`config.mk`:
```
export PLATFORM = sky130hd
export DESIGN_NAME = grid_ray_caster_unit
export DESIGN_NICKNAME = d
export VERILOG_FILES = /design/src/rtl/grc_pkg.sv /design/src/rtl/grc_cfg.sv /design/src/rtl/grc_div.sv /design/src/rtl/grc_isqrt.sv /design/src/rtl/grid_ray_caster_unit.sv
export SDC_FILE = /design/constraint.sdc
export NUM_CORES = 2
export LEC_CHECK = 0
export BUFFER_PORTS_ARGS = -buffer_cell sky130_fd_sc_hd__buf_2
export CORE_ASPECT_RATIO = 0.75
export CORE_MARGIN = 2
export CORE_UTILIZATION = 45
export DETAILED_ROUTE_END_ITERATION = 16
export PLACE_DENSITY_LB_ADDON = 0.2
export SLEW_MARGIN = 20
export SYNTH_ARGS = -nofsm -noshare
export SYNTH_HDL_FRONTEND = slang
export SYNTH_SLANG_ARGS = --single-unit
```
`constraint.sdc`:
```
create_clock -name clk -period 25.7 [get_ports clk]
set_input_delay 7.71 -clock clk [delete_from_list [all_inputs] [get_ports clk]]
set_output_delay 7.71 -clock clk [all_outputs]
set_load 0.01 [all_outputs]
```
`src/rtl/grc_pkg.sv`:
```
// ----------------------------------------------------------------------------
// grc_pkg
// Types, constants and helper functions of the grid ray caster.
// ----------------------------------------------------------------------------
package grc_pkg;

    // Map geometry
    localparam int MAP_WIDTH  = 8;
    localparam int MAP_HEIGHT = 8;
    localparam int MAP_CELLS  = MAP_WIDTH * MAP_HEIGHT;
    localparam int CELL_SHIFT = 6;
    localparam int POS_SHIFT  = CELL_SHIFT + 8;
    localparam int COL_W      = $clog2(MAP_WIDTH);
    localparam int ROW_W      = $clog2(MAP_HEIGHT);
    localparam int IDX_W      = $clog2(MAP_CELLS);

    // Angle and trigonometry
    localparam int ANGLE_W     = 12;
    localparam int TURN_W      = 16;
    localparam int TRIG_FRAC   = 14;
    localparam int TRIG_W      = TRIG_FRAC + 1;
    localparam int TRIG_ONE    = 1 << TRIG_FRAC;
    localparam int CORDIC_ITERS = 14;
    localparam int CORDIC_X0   = 9949;
    localparam int CX_W        = 18;
    localparam int CZ_W        = 16;
    localparam int ITER_W      = 4;

    // Datapath widths
    localparam int POS_W   = 17;
    localparam int STEP_W  = 4;
    localparam int LINE_W  = 21;
    localparam int PT_W    = 25;
    localparam int D_W     = POS_SHIFT + 5;
    localparam int OFF_W   = 34;
    localparam int OFF_SAT_W = 23;
    localparam int OFF_LIMIT = 8388607;
    localparam int DIVD_W  = POS_SHIFT + TRIG_FRAC + 1;
    localparam int DEN_W   = TRIG_W;
    localparam int DCNT_W  = $clog2(DIVD_W);
    localparam int MUL_W   = OFF_SAT_W;
    localparam int PROD_W  = 2 * MUL_W;
    localparam int D2_W    = PROD_W + 1;
    localparam int SQ_W    = 48;
    localparam int ROOT_W  = SQ_W / 2;
    localparam int SCNT_W  = $clog2(ROOT_W);
    localparam int COORD_W = 24;
    localparam int DIST_W  = 23;
    localparam int CFG_DATA_W = 64;

    typedef struct packed {
        logic [POS_W-1:0]   player_x;
        logic [POS_W-1:0]   player_y;
        logic [ANGLE_W-1:0] ray_angle;
    } ray_t;

    typedef struct packed {
        logic signed [COORD_W-1:0] hit_x;
        logic signed [COORD_W-1:0] hit_y;
        logic [DIST_W-1:0]         distance;
        logic                      side;
        logic                      hit;
    } res_t;

    typedef struct packed {
        logic [MAP_CELLS-1:0] wall_map;
        logic [STEP_W-1:0]    max_line_steps;
    } cfg_t;

    typedef struct packed {
        logic [DIVD_W-1:0] num;
        logic [DEN_W-1:0]  den;
    } div_req_t;

    typedef enum logic [0:0] {
        CFG_WALL_MAP  = 1'b0,
        CFG_MAX_STEPS = 1'b1
    } cfg_reg_t;

    typedef enum logic {
        DIR_H = 1'b0,
        DIR_V = 1'b1
    } dir_t;

    typedef enum logic [3:0] {
        S_IDLE,
        S_CORDIC,
        S_PREP,
        S_CHECK,
        S_MUL,
        S_DIV_A,
        S_WAIT_A,
        S_DIV_B,
        S_WAIT_B,
        S_STEP,
        S_SQUARE,
        S_ROOT,
        S_WAIT_ROOT
    } grc_state_t;

    // Arctangent per CORDIC iteration, in 1/65536 turn
    function automatic logic [CZ_W-1:0] atan_turn(input logic [ITER_W-1:0] i);
        logic [CZ_W-1:0] v;
        unique case (i)
            4'd0:    v = 16'd8192;
            4'd1:    v = 16'd4836;
            4'd2:    v = 16'd2555;
            4'd3:    v = 16'd1297;
            4'd4:    v = 16'd651;
            4'd5:    v = 16'd326;
            4'd6:    v = 16'd163;
            4'd7:    v = 16'd81;
            4'd8:    v = 16'd41;
            4'd9:    v = 16'd20;
            4'd10:   v = 16'd10;
            4'd11:   v = 16'd5;
            4'd12:   v = 16'd3;
            4'd13:   v = 16'd1;
            default: v = 16'd0;
        endcase
        return v;
    endfunction

    // Clamp a CORDIC output into [0, 1.0]
    function automatic logic [TRIG_W-1:0] clamp_trig(input logic signed [CX_W-1:0] v);
        logic [TRIG_W-1:0] r;
        if (v < 0)
            r = '0;
        else if (v > CX_W'(TRIG_ONE))
            r = TRIG_W'(TRIG_ONE);
        else
            r = v[TRIG_W-1:0];
        return r;
    endfunction

    // Saturate a point coordinate to the signed 24-bit output range
    function automatic logic signed [COORD_W-1:0] sat24(input logic signed [PT_W-1:0] v);
        logic signed [COORD_W-1:0] r;
        if (v > PT_W'(OFF_LIMIT))
            r = COORD_W'(OFF_LIMIT);
        else if (v < -PT_W'(OFF_LIMIT + 1))
            r = {1'b1, {(COORD_W-1){1'b0}}};
        else
            r = v[COORD_W-1:0];
        return r;
    endfunction

endpackage

```
`src/rtl/grc_cfg.sv`:
```
// ----------------------------------------------------------------------------
// grc_cfg
// Configuration register file: wall bitmap and line step limit.
// ----------------------------------------------------------------------------
module grc_cfg (
    input  logic                            clk,
    input  logic                            rst_n,
    input  logic                            cfg_valid,
    output logic                            cfg_ready,
    input  logic [0:0]                      cfg_index,
    input  logic [grc_pkg::CFG_DATA_W-1:0]  cfg_data,
    output grc_pkg::cfg_t                   cfg
);
    import grc_pkg::*;

    logic [MAP_CELLS-1:0] wall_map_reg;
    logic [STEP_W-1:0]    max_steps_reg;

    // Always take a write
    assign cfg_ready = 1'b1;

    // Decode the register index and store the write data
    always_ff @(posedge clk or negedge rst_n)
    begin
        if (!rst_n)
        begin
            wall_map_reg  <= '0;
            max_steps_reg <= STEP_W'(8);
        end
        else if (cfg_valid)
        begin
            unique case (cfg_reg_t'(cfg_index))
                CFG_WALL_MAP:  wall_map_reg  <= cfg_data[MAP_CELLS-1:0];
                CFG_MAX_STEPS: max_steps_reg <= cfg_data[STEP_W-1:0];
                default:       ;
            endcase
        end
    end

    assign cfg.wall_map       = wall_map_reg;
    assign cfg.max_line_steps = max_steps_reg;

endmodule

```
`src/rtl/grc_div.sv`:
```
// ----------------------------------------------------------------------------
// grc_div
// Restoring divider, one quotient bit per cycle.
// ----------------------------------------------------------------------------
module grc_div (
    input  logic                        clk,
    input  logic                        rst_n,
    input  logic                        start,
    input  grc_pkg::div_req_t           req,
    output logic                        done,
    output logic [grc_pkg::DIVD_W-1:0]  quo,
    output logic [grc_pkg::DEN_W-1:0]   rem
);
    import grc_pkg::*;

    logic               busy_reg;
    logic               done_reg;
    logic [DCNT_W-1:0]  cnt_reg;
    logic [DIVD_W-1:0]  quo_reg;
    logic [DEN_W-1:0]   rem_reg;
    logic [DEN_W-1:0]   den_reg;
    logic [DEN_W:0]     trial;
    logic               qbit;
    logic [DEN_W-1:0]   rem_next;

    // Shift in the next dividend bit and try a subtract
    always_comb
    begin
        trial    = {rem_reg, quo_reg[DIVD_W-1]};
        qbit     = (trial >= {1'b0, den_reg});
        rem_next = qbit ? DEN_W'(trial - {1'b0, den_reg}) : trial[DEN_W-1:0];
    end

    // Control: iteration count and completion strobe
    always_ff @(posedge clk or negedge rst_n)
    begin
        if (!rst_n)
        begin
            busy_reg <= 1'b0;
            done_reg <= 1'b0;
            cnt_reg  <= '0;
        end
        else
        begin
            done_reg <= 1'b0;
            if (start)
            begin
                busy_reg <= 1'b1;
                cnt_reg  <= '0;
            end
            else if (busy_reg)
            begin
                cnt_reg <= cnt_reg + 1'b1;
                if (cnt_reg == DCNT_W'(DIVD_W - 1))
                begin
                    busy_reg <= 1'b0;
                    done_reg <= 1'b1;
                end
            end
        end
    end

    // Datapath: quotient shifts in from the bottom
    always_ff @(posedge clk)
    begin
        if (start)
        begin
            quo_reg <= req.num;
            rem_reg <= '0;
            den_reg <= req.den;
        end
        else if (busy_reg)
        begin
            quo_reg <= {quo_reg[DIVD_W-2:0], qbit};
            rem_reg <= rem_next;
        end
    end

    assign done = done_reg;
    assign quo  = quo_reg;
    assign rem  = rem_reg;

endmodule

```
`src/rtl/grc_isqrt.sv`:
```
// ----------------------------------------------------------------------------
// grc_isqrt
// Integer square root, one result bit per cycle (floor).
// ----------------------------------------------------------------------------
module grc_isqrt (
    input  logic                        clk,
    input  logic                        rst_n,
    input  logic                        start,
    input  logic [grc_pkg::SQ_W-1:0]    value,
    output logic                        done,
    output logic [grc_pkg::ROOT_W-1:0]  root
);
    import grc_pkg::*;

    logic               busy_reg;
    logic               done_reg;
    logic [SCNT_W-1:0]  cnt_reg;
    logic [SQ_W-1:0]    v_reg;
    logic [SQ_W-1:0]    r_reg;
    logic [SQ_W-1:0]    bit_reg;
    logic [SQ_W-1:0]    trial;
    logic               ge;

    always_comb
    begin
        trial = r_reg + bit_reg;
        ge    = (v_reg >= trial);
    end

    // Control: iteration count and completion strobe
    always_ff @(posedge clk or negedge rst_n)
    begin
        if (!rst_n)
        begin
            busy_reg <= 1'b0;
            done_reg <= 1'b0;
            cnt_reg  <= '0;
        end
        else
        begin
            done_reg <= 1'b0;
            if (start)
            begin
                busy_reg <= 1'b1;
                cnt_reg  <= '0;
            end
            else if (busy_reg)
            begin
                cnt_reg <= cnt_reg + 1'b1;
                if (cnt_reg == SCNT_W'(ROOT_W - 1))
                begin
                    busy_reg <= 1'b0;
                    done_reg <= 1'b1;
                end
            end
        end
    end

    // Datapath: bit walks down two places per cycle
    always_ff @(posedge clk)
    begin
        if (start)
        begin
            v_reg   <= value;
            r_reg   <= '0;
            bit_reg <= {2'b01, {(SQ_W-2){1'b0}}};
        end
        else if (busy_reg)
        begin
            if (ge)
            begin
                v_reg <= v_reg - trial;
                r_reg <= (r_reg >> 1) + bit_reg;
            end
            else
            begin
                r_reg <= r_reg >> 1;
            end
            bit_reg <= bit_reg >> 2;
        end
    end

    assign done = done_reg;
    assign root = r_reg[ROOT_W-1:0];

endmodule

```
`src/rtl/grid_ray_caster_unit.sv`:
```
// ----------------------------------------------------------------------------
// grid_ray_caster_unit
// Casts one ray through a square-cell wall grid and reports the nearest hit.
// ----------------------------------------------------------------------------
// Usage:
//   Input: drive ray (player position, angle) and pulse start while busy is
//   low; the transaction is taken at that edge and busy rises.
//   Output: one result per ray, shown on result for one cycle with done high.
//   The receiver cannot stall; it must take the result in that cycle.
//   Config: write wall_map (index 0) or max_line_steps (index 1) through
//   cfg_valid/cfg_index/cfg_data while no ray is in flight; cfg_ready is high.
// Sequence: a ray runs through CORDIC and setup, then, for each direction
//   that is scanned, two divides and one step per grid line visited (at most
//   max_line_steps + 1), then squaring and the square root, and ends with
//   done. The one-bit-per-cycle divider runs twice per direction and the
//   square root unit once per ray. One ray at a time.
// Reset: clears the sequencer and strobes; wall_map resets to 0 and
//   max_line_steps to 8.
// ----------------------------------------------------------------------------
module grid_ray_caster_unit (
    input  logic                            clk,
    input  logic                            rst_n,
    input  logic                            start,
    output logic                            busy,
    input  grc_pkg::ray_t                   ray,
    output logic                            done,
    output grc_pkg::res_t                   result,
    input  logic                            cfg_valid,
    output logic                            cfg_ready,
    input  logic [0:0]                      cfg_index,
    input  logic [grc_pkg::CFG_DATA_W-1:0]  cfg_data
);
    import grc_pkg::*;

    localparam logic [LINE_W-1:0] CELL_LINE = LINE_W'(1 << POS_SHIFT);
    localparam logic [D_W-1:0]    CELL_D    = D_W'(1 << POS_SHIFT);

    grc_state_t state_reg, state_next;
    cfg_t       cfg;

    // Input and trig registers
    logic [POS_W-1:0]         px_reg, py_reg;
    logic [TURN_W-1:0]        tt_reg;
    logic signed [CX_W-1:0]   cx_reg, cy_reg;
    logic signed [CZ_W-1:0]   cz_reg;
    logic [ITER_W-1:0]        iter_reg;
    logic [TRIG_W-1:0]        ca_reg, sa_reg;

    // Scan registers
    dir_t                     dir_reg;
    logic [POS_W-1:0]         pn_reg;
    logic                     fwd_reg, neg_reg;
    logic [TRIG_W-1:0]        num_reg, den_reg;
    logic signed [LINE_W-1:0] line_reg;
    logic [D_W-1:0]           d_reg;
    logic [STEP_W-1:0]        k_reg;
    logic [PROD_W-1:0]        prod_reg;
    logic [OFF_W-1:0]         off_reg;
    logic [DEN_W-1:0]         rem_reg;
    logic [DIVD_W-1:0]        qc_reg;
    logic [DEN_W-1:0]         rc_reg;

    // Per-direction outcome
    logic                     h_hit_reg, v_hit_reg;
    logic signed [PT_W-1:0]   h_m_reg, h_n_reg, v_m_reg, v_n_reg;
    logic [OFF_SAT_W-1:0]     h_off_reg, v_off_reg;
    logic [D_W-1:0]           h_d_reg, v_d_reg;
    logic [D2_W-1:0]          d2h_reg, d2v_reg;
    logic [1:0]               sq_reg;

    // Output registers
    logic                     done_reg;
    res_t                     result_reg;

    // Shared units
    logic                     div_start, div_done;
    div_req_t                 div_req;
    logic [DIVD_W-1:0]        div_quo;
    logic [DEN_W-1:0]         div_rem;
    logic                     sqrt_start, sqrt_done;
    logic [ROOT_W-1:0]        sqrt_root;
    logic [MUL_W-1:0]         mul_a, mul_b;
    logic [PROD_W-1:0]        mul_p;

    // Combinational helpers
    logic signed [CX_W-1:0]   xs, ys;
    logic [CZ_W-1:0]          atan_c;
    logic [TRIG_W-1:0]        cm_c, sm_c;
    logic [1:0]               quad;
    logic [POS_W-1:0]         pm_c, pn_c;
    logic                     fwd_c, neg_c, skip_c;
    logic [TRIG_W-1:0]        num_c, den_c;
    logic signed [LINE_W-1:0] line0_c;
    logic [D_W-1:0]           d0_c;
    logic [OFF_SAT_W-1:0]     off_sat;
    logic signed [PT_W-1:0]   ln_c, line_pt;
    logic signed [LINE_W-POS_SHIFT-1:0] line_hi;
    logic signed [PT_W-POS_SHIFT-1:0] im_c, in_c, col_c, row_c;
    logic                     cell_ok, wall_c, limit_c, stop_c;
    logic [IDX_W-1:0]         idx_c;
    logic [DEN_W:0]           rsum_c;
    logic                     carry_c;
    logic                     pick_h;

    grc_cfg u_cfg (
        .clk       (clk),
        .rst_n     (rst_n),
        .cfg_valid (cfg_valid),
        .cfg_ready (cfg_ready),
        .cfg_index (cfg_index),
        .cfg_data  (cfg_data),
        .cfg       (cfg)
    );

    grc_div u_div (
        .clk   (clk),
        .rst_n (rst_n),
        .start (div_start),
        .req   (div_req),
        .done  (div_done),
        .quo   (div_quo),
        .rem   (div_rem)
    );

    grc_isqrt u_sqrt (
        .clk   (clk),
        .rst_n (rst_n),
        .start (sqrt_start),
        .value (SQ_W'(pick_h ? d2h_reg : d2v_reg)),
        .done  (sqrt_done),
        .root  (sqrt_root)
    );

    // CORDIC rotation step
    always_comb
    begin
        xs     = cx_reg >>> iter_reg;
        ys     = cy_reg >>> iter_reg;
        atan_c = atan_turn(iter_reg);
        cm_c   = clamp_trig(cx_reg);
        sm_c   = clamp_trig(cy_reg);
        quad   = tt_reg[TURN_W-1:TURN_W-2];
    end

    // Direction setup for the scan about to start
    always_comb
    begin
        if (dir_reg == DIR_H)
        begin
            pm_c   = py_reg;
            pn_c   = px_reg;
            fwd_c  = (tt_reg < 16'd32768);
            num_c  = ca_reg;
            den_c  = sa_reg;
            neg_c  = (quad == 2'd1) || (quad == 2'd2);
            skip_c = (tt_reg == 16'd0) || (tt_reg == 16'd32768) || (sa_reg == '0);
        end
        else
        begin
            pm_c   = px_reg;
            pn_c   = py_reg;
            fwd_c  = (tt_reg < 16'd16384) || (tt_reg > 16'd49152);
            num_c  = sa_reg;
            den_c  = ca_reg;
            neg_c  = (quad == 2'd2) || (quad == 2'd3);
            skip_c = (tt_reg == 16'd16384) || (tt_reg == 16'd49152) || (ca_reg == '0);
        end
        line0_c = LINE_W'({pm_c[POS_W-1:POS_SHIFT], {POS_SHIFT{1'b0}}});
        if (fwd_c)
        begin
            line0_c = line0_c + CELL_LINE;
            d0_c    = CELL_D - D_W'(pm_c[POS_SHIFT-1:0]);
        end
        else
        begin
            d0_c    = D_W'(pm_c[POS_SHIFT-1:0]);
        end
    end

    // Crossing point and wall test for the current line
    always_comb
    begin
        off_sat = (off_reg > OFF_W'(OFF_LIMIT)) ? OFF_SAT_W'(OFF_LIMIT)
                                                : off_reg[OFF_SAT_W-1:0];
        ln_c    = neg_reg ? (PT_W'(pn_reg) - PT_W'(off_sat))
                          : (PT_W'(pn_reg) + PT_W'(off_sat));
        line_pt = {{(PT_W-LINE_W){line_reg[LINE_W-1]}}, line_reg};
        line_hi = line_reg[LINE_W-1:POS_SHIFT];
        im_c    = {{(PT_W-LINE_W){line_hi[LINE_W-POS_SHIFT-1]}}, line_hi}
                  - (fwd_reg ? '0 : {{(PT_W-POS_SHIFT-1){1'b0}}, 1'b1});
        in_c    = ln_c[PT_W-1:POS_SHIFT];
        col_c   = (dir_reg == DIR_V) ? im_c : in_c;
        row_c   = (dir_reg == DIR_V) ? in_c : im_c;
        cell_ok = !col_c[PT_W-POS_SHIFT-1] && !row_c[PT_W-POS_SHIFT-1]
                  && (col_c < (PT_W-POS_SHIFT)'(MAP_WIDTH))
                  && (row_c < (PT_W-POS_SHIFT)'(MAP_HEIGHT));
        idx_c   = IDX_W'(row_c[ROW_W-1:0]) * IDX_W'(MAP_WIDTH) + IDX_W'(col_c[COL_W-1:0]);
        wall_c  = cell_ok && cfg.wall_map[idx_c];
        limit_c = (k_reg >= cfg.max_line_steps);
        stop_c  = limit_c || wall_c;
        rsum_c  = {1'b0, rem_reg} + {1'b0, rc_reg};
        carry_c = (rsum_c >= {1'b0, den_reg});
        pick_h  = h_hit_reg && (!v_hit_reg || (d2h_reg <= d2v_reg));
    end

    // Shared multiplier operand select
    always_comb
    begin
        mul_a = MUL_W'(d_reg);
        mul_b = MUL_W'(num_reg);
        if (state_reg == S_SQUARE)
        begin
            case (sq_reg)
                2'd0:    begin mul_a = h_off_reg;       mul_b = h_off_reg;       end
                2'd1:    begin mul_a = MUL_W'(h_d_reg); mul_b = MUL_W'(h_d_reg); end
                2'd2:    begin mul_a = v_off_reg;       mul_b = v_off_reg;       end
                default: begin mul_a = MUL_W'(v_d_reg); mul_b = MUL_W'(v_d_reg); end
            endcase
        end
        mul_p = mul_a * mul_b;
    end

    // Divider request: first crossing, then the per-line increment
    always_comb
    begin
        div_req.den = den_reg;
        if (state_reg == S_DIV_B)
            div_req.num = {num_reg, {POS_SHIFT{1'b0}}};
        else
            div_req.num = DIVD_W'(prod_reg) + DIVD_W'(den_reg >> 1);
    end

    // Sequencer: next state and unit strobes
    always_comb
    begin
        state_next = state_reg;
        div_start  = 1'b0;
        sqrt_start = 1'b0;
        unique case (state_reg)
            S_IDLE:      if (start) state_next = S_CORDIC;
            S_CORDIC:    if (iter_reg == ITER_W'(CORDIC_ITERS - 1)) state_next = S_PREP;
            S_PREP:      state_next = S_CHECK;
            S_CHECK:
            begin
                if (!skip_c)
                    state_next = S_MUL;
                else if (dir_reg == DIR_V)
                    state_next = S_SQUARE;
            end
            S_MUL:       state_next = S_DIV_A;
            S_DIV_A:
            begin
                div_start  = 1'b1;
                state_next = S_WAIT_A;
            end
            S_WAIT_A:    if (div_done) state_next = S_DIV_B;
            S_DIV_B:
            begin
                div_start  = 1'b1;
                state_next = S_WAIT_B;
            end
            S_WAIT_B:    if (div_done) state_next = S_STEP;
            S_STEP:
            begin
                if (stop_c)
                    state_next = (dir_reg == DIR_H) ? S_CHECK : S_SQUARE;
            end
            S_SQUARE:    if (sq_reg == 2'd3) state_next = S_ROOT;
            S_ROOT:
            begin
                sqrt_start = 1'b1;
                state_next = S_WAIT_ROOT;
            end
            S_WAIT_ROOT: if (sqrt_done) state_next = S_IDLE;
            default:     state_next = S_IDLE;
        endcase
    end

    // Hold the sequencer state and the result strobe
    always_ff @(posedge clk or negedge rst_n)
    begin
        if (!rst_n)
        begin
            state_reg <= S_IDLE;
            done_reg  <= 1'b0;
        end
        else
        begin
            state_reg <= state_next;
            done_reg  <= (state_reg == S_WAIT_ROOT) && sqrt_done;
        end
    end

    // Datapath registers, advanced per sequencer state
    always_ff @(posedge clk)
    begin
        case (state_reg)
            S_IDLE:
            begin
                px_reg   <= ray.player_x;
                py_reg   <= ray.player_y;
                tt_reg   <= {ray.ray_angle, {(TURN_W-ANGLE_W){1'b0}}};
                cx_reg   <= CX_W'(CORDIC_X0);
                cy_reg   <= '0;
                cz_reg   <= {2'b00, ray.ray_angle[ANGLE_W-3:0], {(TURN_W-ANGLE_W){1'b0}}};
                iter_reg <= '0;
            end
            S_CORDIC:
            begin
                if (!cz_reg[CZ_W-1])
                begin
                    cx_reg <= cx_reg - ys;
                    cy_reg <= cy_reg + xs;
                    cz_reg <= cz_reg - $signed(atan_c);
                end
                else
                begin
                    cx_reg <= cx_reg + ys;
                    cy_reg <= cy_reg - xs;
                    cz_reg <= cz_reg + $signed(atan_c);
                end
                iter_reg <= iter_reg + 1'b1;
            end
            S_PREP:
            begin
                ca_reg    <= quad[0] ? sm_c : cm_c;
                sa_reg    <= quad[0] ? cm_c : sm_c;
                dir_reg   <= DIR_H;
                h_hit_reg <= 1'b0;
                v_hit_reg <= 1'b0;
                v_m_reg   <= PT_W'(px_reg);
                v_n_reg   <= PT_W'(py_reg);
                sq_reg    <= '0;
            end
            S_CHECK:
            begin
                if (skip_c)
                begin
                    dir_reg <= DIR_V;
                end
                else
                begin
                    pn_reg   <= pn_c;
                    fwd_reg  <= fwd_c;
                    neg_reg  <= neg_c;
                    num_reg  <= num_c;
                    den_reg  <= den_c;
                    line_reg <= line0_c;
                    d_reg    <= d0_c;
                    k_reg    <= '0;
                end
            end
            S_MUL:       prod_reg <= mul_p;
            S_WAIT_A:
            begin
                if (div_done)
                begin
                    off_reg <= OFF_W'(div_quo);
                    rem_reg <= div_rem;
                end
            end
            S_WAIT_B:
            begin
                if (div_done)
                begin
                    qc_reg <= div_quo;
                    rc_reg <= div_rem;
                end
            end
            S_STEP:
            begin
                // Record this crossing; the last one recorded stands
                if (dir_reg == DIR_H)
                begin
                    h_m_reg   <= line_pt;
                    h_n_reg   <= ln_c;
                    h_off_reg <= off_sat;
                    h_d_reg   <= d_reg;
                    h_hit_reg <= wall_c && !limit_c;
                end
                else
                begin
                    v_m_reg   <= line_pt;
                    v_n_reg   <= ln_c;
                    v_off_reg <= off_sat;
                    v_d_reg   <= d_reg;
                    v_hit_reg <= wall_c && !limit_c;
                end
                if (stop_c)
                begin
                    dir_reg <= DIR_V;
                end
                else
                begin
                    // Advance one line: exact quotient/remainder update
                    line_reg <= fwd_reg ? (line_reg + CELL_LINE) : (line_reg - CELL_LINE);
                    d_reg    <= d_reg + CELL_D;
                    k_reg    <= k_reg + 1'b1;
                    off_reg  <= off_reg + OFF_W'(qc_reg) + OFF_W'(carry_c);
                    rem_reg  <= carry_c ? DEN_W'(rsum_c - {1'b0, den_reg})
                                        : rsum_c[DEN_W-1:0];
                end
            end
            S_SQUARE:
            begin
                case (sq_reg)
                    2'd0:    d2h_reg <= D2_W'(mul_p);
                    2'd1:    d2h_reg <= d2h_reg + D2_W'(mul_p);
                    2'd2:    d2v_reg <= D2_W'(mul_p);
                    default: d2v_reg <= d2v_reg + D2_W'(mul_p);
                endcase
                sq_reg <= sq_reg + 1'b1;
            end
            S_WAIT_ROOT:
            begin
                if (sqrt_done)
                begin
                    if (pick_h)
                    begin
                        result_reg.hit_x <= sat24(h_n_reg);
                        result_reg.hit_y <= sat24(h_m_reg);
                        result_reg.side  <= 1'b0;
                    end
                    else
                    begin
                        result_reg.hit_x <= sat24(v_m_reg);
                        result_reg.hit_y <= sat24(v_n_reg);
                        result_reg.side  <= v_hit_reg;
                    end
                    result_reg.hit <= h_hit_reg || v_hit_reg;
                    if ((h_hit_reg || v_hit_reg) && (sqrt_root <= ROOT_W'(OFF_LIMIT)))
                        result_reg.distance <= sqrt_root[DIST_W-1:0];
                    else
                        result_reg.distance <= DIST_W'(OFF_LIMIT);
                end
            end
            default: ;
        endcase
    end

    assign busy   = (state_reg != S_IDLE);
    assign done   = done_reg;
    assign result = result_reg;

endmodule

```
==> flow_summary.toml <==
[clock_network]
tritoncts = "built"
worst_skew_pair.late_latency_ns = 0.77
clock_sinks = 947
cts_max_level = 3
clk_pin_slew_ns = 0.06
cts-resized-gates = 0
postCtsSetupBuffers = 0
cts_root_buffer = "clkbuf_16"
clock_path_buffers = 3
numCtsBuffers = 103
cts_hold_buffers = 0

[sta]
finalSetupViolCount = 0
layout_setup_ws_ns = 12.99
finClkSkew_ns = 0.06324
drv_slew = 0
rsz0062_at_grt = "no"
hold_viol = 0
tns_ns = 0
fmax_mhz = 78.70
slew_headroom = 0.2507
final.min_clock_period_ns = 12.71
finalCritPeriodShare = 0.4944
tightest_slew_ns = 1.124

[layout]
nNetsFinal = 9354
fill_cells = 15854
drive_above_1_share = 0.09489
regArea_um2 = 27000
multiInputGateArea_um2 = 46990
syn_to_final_growth_pct = 8.916
largest_reg_flops = 73
instances_no_fill = 10552

[routing]
num_vias = 60587
drtAntennaViolNets = 0
wl_per_cell_um = 21.27
drc = 0
wl_um = 224400
vias_per_cell = 5.742
drtPass1Iterations = 9
drt_iter0_drc = 6631

[global_routing]
gr-usage-met3 = 0.05460
gr-total-overflow = 0
grt_max_degree = 87
grt_first_pass_wirelength_um = 346600
top_usage_layer = "met1"
grt_util_met1 = 0.3873
grt_use_met2 = 0.3548
grt_pass1_vias = 57987
grt_antenna_before_repair = 8
grt_use_total = 0.2505

[place]
port_buffers = 189
preCtsSetupSlack_ns = 13.28
placed_cells = 10354
place_congestion = 0.9421
dp_hpwl_um = 171700

[logic_synthesis]
synthSimpleGateAreaFrac = 0.1357
synth_compound_area_frac = 0.1442
ys_ff_latch = 947
yosysSeqAreaShare = 0.3456
synth_xor_area_frac = 0.05058
avgSynthCellArea_um2 = 9.596
synth_warnings = 0
synthMuxAreaShare = 0.05354
syn_area_um2 = 78100
synth-adder-area-share = 0.2149
ys.flop_type = "edfxtp_1"
syn_inst = 8139
synth_top_family_by_area = "adder cells"
synth_cell_types = 99
synth_edf_count = 759
async_flop_share = 0.09187

[setup_path]
cp_num_buf_inv = 5
required_ns = 26.16
critical_path.max_stage_delay_ns = 0.77
crit_path_frequent_cell = "fa_1"
cp_data_arrival_time_ns = 13.17
crit_path_end_kind = "flop"
crit_fanout = 22
critPathTopFamily = "adder cells"
critPathSlowestCell = "nand2_1"
startpoint_type = "flop"
crit_type = "reg2reg"

[die]
core_um2 = 172600
die_area_um2 = 176900
fp-row-count = 132
ios = 191
start_util = 0.4525
die_w_um = 485.0
die_height_um = 364.8

[run]
maxCapViolCount = 0

[hold_path]
hp-class = "reg2reg"

[outcome]
outcome = "finished, final reports clean"
==> synthesized netlist by cell type, types with 18 or more instances <==
library cell / count / area share
dfrtp_1: 86 / 0.028
nor3_1: 110 / 0.0070
buf_1: 47 / 0.0023
edfxtp_1: 759 / 0.29
clkbuf_1: 277 / 0.013
nand4_1: 51 / 0.0041
a221oi_1: 18 / 0.0020
ha_1: 608 / 0.097
inv_1: 798 / 0.038
xnor2_1: 268 / 0.030
fa_1: 447 / 0.11
mux4_2: 22 / 0.0063
or2_2: 59 / 0.0047
a21oi_1: 496 / 0.032
nand3_1: 114 / 0.0073
a21boi_0: 20 / 0.0019
xor2_1: 183 / 0.021
o31ai_1: 60 / 0.0058
a21o_1: 194 / 0.019
nand2b_1: 80 / 0.0064
nor4_1: 45 / 0.0036
o21ai_0: 466 / 0.030
maj3_1: 23 / 0.0029
o21bai_1: 70 / 0.0067
o211ai_1: 37 / 0.0036
mux2_2: 188 / 0.027
nor2b_1: 95 / 0.0076
or3_1: 30 / 0.0024
a211oi_1: 72 / 0.0069
nor2_1: 734 / 0.035
and3_1: 49 / 0.0039
dfxtp_1: 101 / 0.026
o21a_1: 62 / 0.0060
mux2i_1: 153 / 0.020
a222oi_1: 19 / 0.0024
nand2_1: 883 / 0.042
a31oi_1: 59 / 0.0047
and2_1: 62 / 0.0050
==> final timing paths <==
path,startpoint,endpoint,slack (ns),depth (start not counted)
max,sq_reg[1],d2h_reg[45],12.99,36
min,u_div.quo[17],qc_reg[17],0.49,0
max reg2reg,sq_reg[1],d2h_reg[45],12.99,36
min reg2reg,u_div.quo[17],qc_reg[17],0.49,0
max in group asynchronous,rst_n,u_cfg.wall_map_reg[27],17.58,2
min in group asynchronous,rst_n,u_cfg.wall_map_reg[59],6.83,1
==> cell type report <==
type	count	area share
repair buffers	276	0.01883
flip-flops and latches	947	0.3174
clock buffers	130	0.03320
diodes	1	0.00002942
inverters	808	0.03566
clock inverters	64	0.009046
multi-input cells	6048	0.5524
well taps	2278	0.03351
==> cell usage in the layout, fill, tap and decap left out, types with 37 or more instances in the layout <==
master / instances
nand2_1: 879
inv_1: 796
edfxtp_1: 759
nor2_1: 729
ha_1: 604
a21oi_1: 494
o21ai_0: 463
fa_1: 447
xnor2_1: 268
a21o_1: 194
mux2_2: 188
buf_2: 188
xor2_1: 183
mux2i_1: 152
nand3_1: 113
clkbuf_16: 107
nor3_1: 104
dfxtp_1: 101
nor2b_1: 94
dfrtp_1: 85
buf_4: 85
nand2b_1: 80
a211oi_1: 71
o21bai_1: 70
o21a_1: 62
and2_1: 62
o31ai_1: 60
a31oi_1: 59
or2_2: 59
nand4_1: 51
and3_1: 48
nor4_1: 45
o211ai_1: 37
==> routing by layer <==
layer | vias up | routed length (um)
met1 | 29575 | 107700
met3 | 266 | 21210
met5 | - | 11
li1 | 28486 | -
met2 | 2258 | 91060
met4 | 2 | 4417
==> through the flow <==
stage	instance area (um^2)	hold WS, ns	util
floorplan	78100	0.4334	-
CTS	85020	0.4945	0.4926
finish	85060	0.4938	0.4929
global placement	81430	0.4791	0.4718
global route	85060	0.5136	0.4929
detailed placement	81430	0.4832	0.4718
==> kinds of logic (layout without fill, tap and decap cells) <==
family,count (synthesis),after routing
AND/OR/NAND/NOR,2368,2368
XOR/XNOR,451,451
AO/OA/AOI/OAI,1782,1782
other,2,4
flip-flops,947,947
adder cells (fa/ha/maj),1078,1078
buffers and inverters,1145,1278
multiplexers,366,366
Power is not shown: default switching activity piles up to over one toggle a cycle in this logic, so the estimate is an artifact.
